## src/hw/rtl/imh_pkg.sv

```systemverilog
// ----------------------------------------------------------------------------
// imh_pkg: shared types and codes of the indexed min-heap
// Action and status codes, controller states, and the command and status
// bundles that join the controller to the datapath.
// ----------------------------------------------------------------------------
package imh_pkg;

	localparam int KEY_W = 10;
	localparam int PRI_PORT_W = 32;

	typedef enum logic [2:0] {
		ACT_PUSH = 3'd0,
		ACT_POP  = 3'd1,
		ACT_DEC  = 3'd2,
		ACT_INC  = 3'd3,
		ACT_PEEK = 3'd4
	} action_t;

	typedef enum logic [2:0] {
		ST_OK       = 3'd0,
		ST_RANGE    = 3'd1,
		ST_ABSENT   = 3'd2,
		ST_PRESENT  = 3'd3,
		ST_FULL     = 3'd4,
		ST_EMPTY    = 3'd5,
		ST_NOCHANGE = 3'd6
	} status_t;

	typedef enum logic [3:0] {
		S_CLR, S_IDLE, S_PM, S_HP, S_LAST, S_UP, S_UPC, S_DN, S_DNL, S_DNR, S_DONE
	} state_t;

	// heap read address source
	typedef enum logic [2:0] {
		HA_LOOKUP, HA_LAST, HA_PARENT, HA_LEFT, HA_RIGHT
	} haddr_t;

	// entry moved into the hole at the current index
	typedef enum logic [1:0] {
		MV_NONE, MV_PARENT, MV_LEFT, MV_RIGHT
	} mv_t;

	typedef struct packed {
		logic   clr_wr;
		logic   ld_req;
		logic   pm_rd;
		logic   ld_pos;
		logic   hp_rd;
		haddr_t haddr;
		logic   ld_res;
		logic   set_push;
		logic   set_upd;
		logic   cnt_dec;
		logic   ld_cur_rd;
		logic   ld_left;
		mv_t    mv;
		logic   wr_cur;
		logic   out_ld;
	} cmd_t;

	typedef struct packed {
		action_t act;
		logic    clr_last;
		logic    chk_ok;
		logic    last_one;
		logic    is_root;
		logic    up_swap;
		logic    l_exists;
		logic    r_exists;
		mv_t     dn_mv;
		logic    out_busy;
	} stat_t;

endpackage

```

## src/hw/rtl/imh_ctrl.sv

```systemverilog
// ----------------------------------------------------------------------------
// imh_ctrl: request sequencer of the indexed min-heap
// Walks each request through lookup, check and the sift loop.
// ----------------------------------------------------------------------------
module imh_ctrl (
	input  logic           clk,
	input  logic           arst_n,
	input  logic           in_valid,
	output logic           in_stall,
	input  imh_pkg::stat_t st,
	output imh_pkg::cmd_t  cmd
);

	imh_pkg::state_t state_q, state_d;

	always_ff @(posedge clk or negedge arst_n) begin
		if (!arst_n) begin
			state_q <= imh_pkg::S_CLR;
		end else begin
			state_q <= state_d;
		end
	end

	always_comb begin
		state_d  = state_q;
		cmd      = '0;
		cmd.haddr = imh_pkg::HA_LOOKUP;
		cmd.mv   = imh_pkg::MV_NONE;
		in_stall = (state_q != imh_pkg::S_IDLE);
		unique case (state_q)
			// walk the position map once after reset
			imh_pkg::S_CLR: begin
				cmd.clr_wr = 1'b1;
				if (st.clr_last) begin
					state_d = imh_pkg::S_IDLE;
				end
			end
			imh_pkg::S_IDLE: begin
				if (in_valid) begin
					cmd.ld_req = 1'b1;
					cmd.pm_rd  = 1'b1;
					state_d    = imh_pkg::S_PM;
				end
			end
			imh_pkg::S_PM: begin
				cmd.ld_pos = 1'b1;
				cmd.hp_rd  = 1'b1;
				cmd.haddr  = imh_pkg::HA_LOOKUP;
				state_d    = imh_pkg::S_HP;
			end
			imh_pkg::S_HP: begin
				cmd.ld_res = 1'b1;
				state_d    = imh_pkg::S_DONE;
				if (st.chk_ok) begin
					case (st.act)
						imh_pkg::ACT_POP: begin
							cmd.cnt_dec = 1'b1;
							if (!st.last_one) begin
								cmd.hp_rd = 1'b1;
								cmd.haddr = imh_pkg::HA_LAST;
								state_d   = imh_pkg::S_LAST;
							end
						end
						imh_pkg::ACT_PUSH: begin
							cmd.set_push = 1'b1;
							state_d      = imh_pkg::S_UP;
						end
						imh_pkg::ACT_DEC: begin
							cmd.set_upd = 1'b1;
							state_d     = imh_pkg::S_UP;
						end
						imh_pkg::ACT_INC: begin
							cmd.set_upd = 1'b1;
							state_d     = imh_pkg::S_DN;
						end
						default: state_d = imh_pkg::S_DONE;
					endcase
				end
			end
			imh_pkg::S_LAST: begin
				cmd.ld_cur_rd = 1'b1;
				state_d       = imh_pkg::S_DN;
			end
			imh_pkg::S_UP: begin
				if (st.is_root) begin
					cmd.wr_cur = 1'b1;
					state_d    = imh_pkg::S_DONE;
				end else begin
					cmd.hp_rd = 1'b1;
					cmd.haddr = imh_pkg::HA_PARENT;
					state_d   = imh_pkg::S_UPC;
				end
			end
			imh_pkg::S_UPC: begin
				if (st.up_swap) begin
					cmd.mv  = imh_pkg::MV_PARENT;
					state_d = imh_pkg::S_UP;
				end else begin
					cmd.wr_cur = 1'b1;
					state_d    = imh_pkg::S_DONE;
				end
			end
			imh_pkg::S_DN: begin
				if (!st.l_exists) begin
					cmd.wr_cur = 1'b1;
					state_d    = imh_pkg::S_DONE;
				end else begin
					cmd.hp_rd = 1'b1;
					cmd.haddr = imh_pkg::HA_LEFT;
					state_d   = imh_pkg::S_DNL;
				end
			end
			imh_pkg::S_DNL: begin
				cmd.ld_left = 1'b1;
				if (st.r_exists) begin
					cmd.hp_rd = 1'b1;
					cmd.haddr = imh_pkg::HA_RIGHT;
				end
				state_d = imh_pkg::S_DNR;
			end
			imh_pkg::S_DNR: begin
				if (st.dn_mv == imh_pkg::MV_NONE) begin
					cmd.wr_cur = 1'b1;
					state_d    = imh_pkg::S_DONE;
				end else begin
					cmd.mv  = st.dn_mv;
					state_d = imh_pkg::S_DN;
				end
			end
			imh_pkg::S_DONE: begin
				if (!st.out_busy) begin
					cmd.out_ld = 1'b1;
					state_d    = imh_pkg::S_IDLE;
				end
			end
			default: state_d = imh_pkg::S_IDLE;
		endcase
	end

endmodule

```

## config.mk

```make
export PLATFORM = sky130hd
export DESIGN_NAME = imh_ctrl
export DESIGN_NICKNAME = d
export VERILOG_FILES = /design/src/hw/rtl/imh_pkg.sv /design/src/hw/rtl/imh_ctrl.sv
export SDC_FILE = /design/constraint.sdc
export NUM_CORES = 1
export LEC_CHECK = 0
export BUFFER_PORTS_ARGS = -buffer_cell sky130_fd_sc_hd__buf_2
export CAP_MARGIN = 15
export CORE_UTILIZATION = 46
export CTS_CLUSTER_DIAMETER = 120
export DETAILED_ROUTE_END_ITERATION = 10
export GPL_ROUTABILITY_DRIVEN = 0
export HOLD_SLACK_MARGIN = 0.02
export PLACE_DENSITY_LB_ADDON = 0.3
export SYNTH_ARGS = -nofsm -noshare
export SYNTH_HDL_FRONTEND = slang
export SYNTH_SLANG_ARGS = --single-unit
```

## constraint.sdc

```tcl
create_clock -name clk -period 4.1 [get_ports clk]
set_clock_uncertainty 0.05 [all_clocks]
set_input_delay 1.025 -clock clk [delete_from_list [all_inputs] [get_ports clk]]
set_output_delay 1.025 -clock clk [all_outputs]
set_load 0.01 [all_outputs]
```

**After elaboration in Yosys (flattened, before gate mapping)**

Cells that the tools add are included.

- Register bits after elaboration: 4
- Input port bits: 16
- Output and inout bits: 19
- Word-level logic and storage cells: 63

- Equal/unequal tests: 17
- Multiplexer cells: 39
- Reductions and logical operators: 6

Operators with widths:

| cell | number |
|---|---|
| $mux W4 | 15 |
| $pmux W4 S11 | 1 |
| $pmux W4 S5 | 1 |
| $eq A4 B3 Y1 const B | 4 |
| $mux W1 | 14 |
| $eq A4 B4 Y1 const B | 3 |
| $pmux W4 S3 | 1 |
| $eq A4 B2 Y1 const B | 2 |
| $mux W2 | 4 |
| $eq A3 B2 Y1 const B | 2 |
| $ne A2 B2 Y1 const B | 3 |
| $eq A4 B1 Y1 const B | 1 |
| $logic_not A4 Y1 | 1 |
| $ne A4 B1 Y1 const B | 1 |
| $pmux W1 S4 | 1 |
| $pmux W2 S2 | 1 |
| $reduce_or A2 Y1 | 2 |
| $eq A3 B1 Y1 const B | 1 |
| $logic_not A3 Y1 | 1 |
| $mux W3 | 1 |
| $reduce_and A3 Y1 | 1 |
| $logic_not A2 Y1 | 1 |

**Depth between registers and ports, before layout**

- Depth after elaboration: 5
- Gate-level depth with buffers: 6
- Depth with buffers taken out: 4

**Least setup slack after synthesis**

Ideal clock, no wire load.

- Path type: input -> output
- From: input st[8] (netlist name)
- To: output cmd[13] (netlist name)
- Arrival: 1.710 ns
- Data required time: 3.025 ns
- Setup slack: 1.315 ns
- Stages on the path: 4
- Buffers on the path: 0
- Path through: nor2b_1 nand2_1 nor3_1 a211o_1

RTL lines:

| what | RTL line | text |
|---|---|---|
| start, declared | imh_ctrl.sv:10 | `input imh_pkg::stat_t st,` |
| end, declared | imh_ctrl.sv:11 | `output imh_pkg::cmd_t cmd` |

==> results.toml <==
[detailed_routing]
met3_length_um = 145
wl_met2_um = 760
viasPerCell = 5.95
maxUsedRoutingLayer = "met4"
wl_per_cell_um = 12.7
wirelength_um = 1660
dr.pass1.iters = 4
ant_nets = 0
drcViolationCount = 0
met1_length_um = 724
drt_iter0_markers = 27
vias = 780

[clocking]
clock_latency_ns = 0.25
cts_resized = 0
cts_sinks = 4
cts_hold_buf = 0
h-tree-depth = 1
numCtsBuffers = 3
cts_root_buf = "clkbuf_4"
post-cts-setup-buffer-count = 0
clkTransAtPathRegs_ns = 0.04
clk_path_buf_depth = 2
cts_tree = "done"

[worst_setup_path]
end_kind = "primary output"
crit_top_cell = "buf_2"
critPathKind = "input pin to primary output"
critPathLaunchType = "input pin"
cp_cell_sequence = "buf_2, nor2b_1, nand2_1, nor3_1, a211o_1, buf_2"
cpMaxStageDelayCell = "nor3_1"
cp_data_arrival_time_ns = 1.95
slowest_delay_ns = 0.24
cp_max_fo = 4
required_ns = 3.02

[floorplan]
ioPinCount = 35
start_util_pct = 52.7
coreArea_um2 = 1190
dieArea_um2 = 1510
die_w_um = 38.9
rows = 12
die_height_um = 38.9

[pwr]
p_sw_uw = 243
clockPowerShare_pct = 11.3
powerDensity_nw_per_um2 = 613
p_int_uw = 235
vdd.ir_drop.worst_v = 0.000299
comb_power_share_pct = 61.0
switching_share_pct = 50.8
power_leakage_uw = 0.000441
power_frac_seq_pct = 27.7

[timing]
rsz0062_at_grt = "false"
finalCritPeriodShare_pct = 73.9
setup_viol = 0
final-max-slew-violation-count = 0
tightestPinTransition_ns = 0.606
fmaxAchievable_ghz = 0.330
finalSetupTns_ns = 0
fin_crit_ns = 3.03
slew-limit-headroom_pct = 59.6
hold_viol = 0
hold_slack_ns = 0.521

[place]
numPortBuffers = 34
hpwlAfterDp_um = 1250

[final_layout]
area.growth.synth_to_final_pct = 24.6
final_nets = 135
seq_area_um2 = 100
regMostFlops = "state_q"
drive_above_1_share_pct = 34.2
nFillCells = 110
diodes = 0
multiInputGateArea_um2 = 454
largest_reg_flops = 4
reg.largest.list = "state_q (4)"

[synth]
synth_edf_count = 0
avgSynthCellArea_um2 = 7.11
synth_top_flop_cell = "dfrtp_1"
yosys_warnings = 0
synth_seq_cells = 4
ys_seq_area_share_pct = 16.0
yosysTopAreaCellShare_pct = 16.0
synthDistinctLibCells = 34
synthArstFlopShare_pct = 100
synth_area_leaders = "dfrtp_1, nor3_1, nand2b_1"
syn-cell-area_um2 = 626
netlist_instances = 88
synth_nets = 104
synth_top_area_cell = "dfrtp_1"

[grt]
grt_max_degree = 22
grt_pass1_vias = 602
grt.overflow.total = 0
grt_usage_pct = 25.2
antenna_found_initial = 0
grt_pass1_wl_um = 2560

[run]
drv_cap = 0

[run_status]
status = "finished, final reports clean"

[hold_path]
hold_path.class = "input pin to async pin"
==> per-stage QoR <==
step / instances / power, uW / util (%) / worst slack [ns] / instance area, um^2
2_1_floorplan: 88 / 366 / - / 1.32 / 626
6_report: 131 / 478 / 65.7 / 1.07 / 779
4_1_cts: 131 / 475 / 65.7 / 1.06 / 779
3_3_place_gp: 128 / 417 / 63.8 / 1.10 / 757
3_5_place_dp: 128 / 419 / 63.8 / 1.07 / 757
5_1_grt: 131 / 524 / 65.7 / 0.891 / 779
==> Yosys cell counts (2+ instances only) <==
master and n:
nand2_1 7, a31oi_1 2, dfrtp_1 4, nor3_1 11, buf_2 3, nand2b_1 7
a211o_1 2, buf_4 2, nor2b_1 4, nor2_1 8, o22ai_1 2, a21oi_1 3
o21ai_0 2, nand3_1 2, a21o_1 2, inv_1 4, o32a_1 2, buf_6 2
and3_1 4
==> critical path, delay by kind of cell <==
family,cells,cell delay (ns)
simple gates,3,0.57
buf+inv,2,0.21
compound gates,1,0.14
==> metal layers <==
| layer | GRT usage, % | up-vias |
|---|---|---|
| li1 | - | 383 |
| met1 | 32.6 | 340 |
| met5 | 0 | - |
| met2 | 38.3 | 54 |
| met4 | 18.1 | 0 |
| met3 | 2.31 | 3 |
==> placed cells by master (no fill, tap or decap), types with 3 or more instances in the layout <==
| cell | synthesis | final |
|---|---|---|
| a21oi_1 | 3 | 3 |
| and3_1 | 4 | 4 |
| buf_2 | 3 | 34 |
| clkbuf_4 | 0 | 3 |
| dfrtp_1 | 4 | 4 |
| inv_1 | 4 | 4 |
| nand2_1 | 7 | 7 |
| nand2b_1 | 7 | 7 |
| nor2_1 | 8 | 8 |
| nor2b_1 | 4 | 4 |
| nor3_1 | 11 | 11 |
==> cells by family (layout without fill, tap and decap cells) <==
family          Yosys count  in the layout  share of synthesized area, %
buf+inv                  12             41                          11.4
compound gates           22             22                          26.4
simple gates             50             50                          46.2
flops                     4              4                          16.0
==> worst paths after layout <==
path                                             start                endpoint  slack [ns]  cells past startpoint
worst min-delay path                            arst_n  state_q[3]$_DFFE_PN0P_        0.52                      1
worst max register to register  state_q[1]$_DFFE_PN0P_  state_q[3]$_DFFE_PN0P_        2.24                      4
worst max-delay path                            st[12]                 cmd[13]        1.07                      6
worst min register to register  state_q[2]$_DFFE_PN0P_  state_q[1]$_DFFE_PN0P_        0.84                      3
min in group clk                state_q[2]$_DFFE_PN0P_  state_q[1]$_DFFE_PN0P_        0.84                      3
max in group asynchronous                       arst_n  state_q[1]$_DFFE_PN0P_        3.35                      1
==> power by group through the flow <==
stage	Clock [uW]	Combinational [uW]	Sequential, uW
final	53.9	291	132
after global placement	0	285	132
after CTS	54.3	290	130
after global routing	57.8	326	139
after detailed placement	0	289	129
after floorplan	0	300	65.3
==> final cells by class <==
| type | count | area share, % |
|---|---|---|
| clock buffers | 3 | 2.89 |
| flip-flops and latches | 4 | 12.8 |
| well taps | 14 | 2.25 |
| inverters | 4 | 1.93 |
| repair buffers | 34 | 21.8 |
| multi-input cells | 72 | 58.3 |
Note: power is estimated with default switching activity, not from simulation.
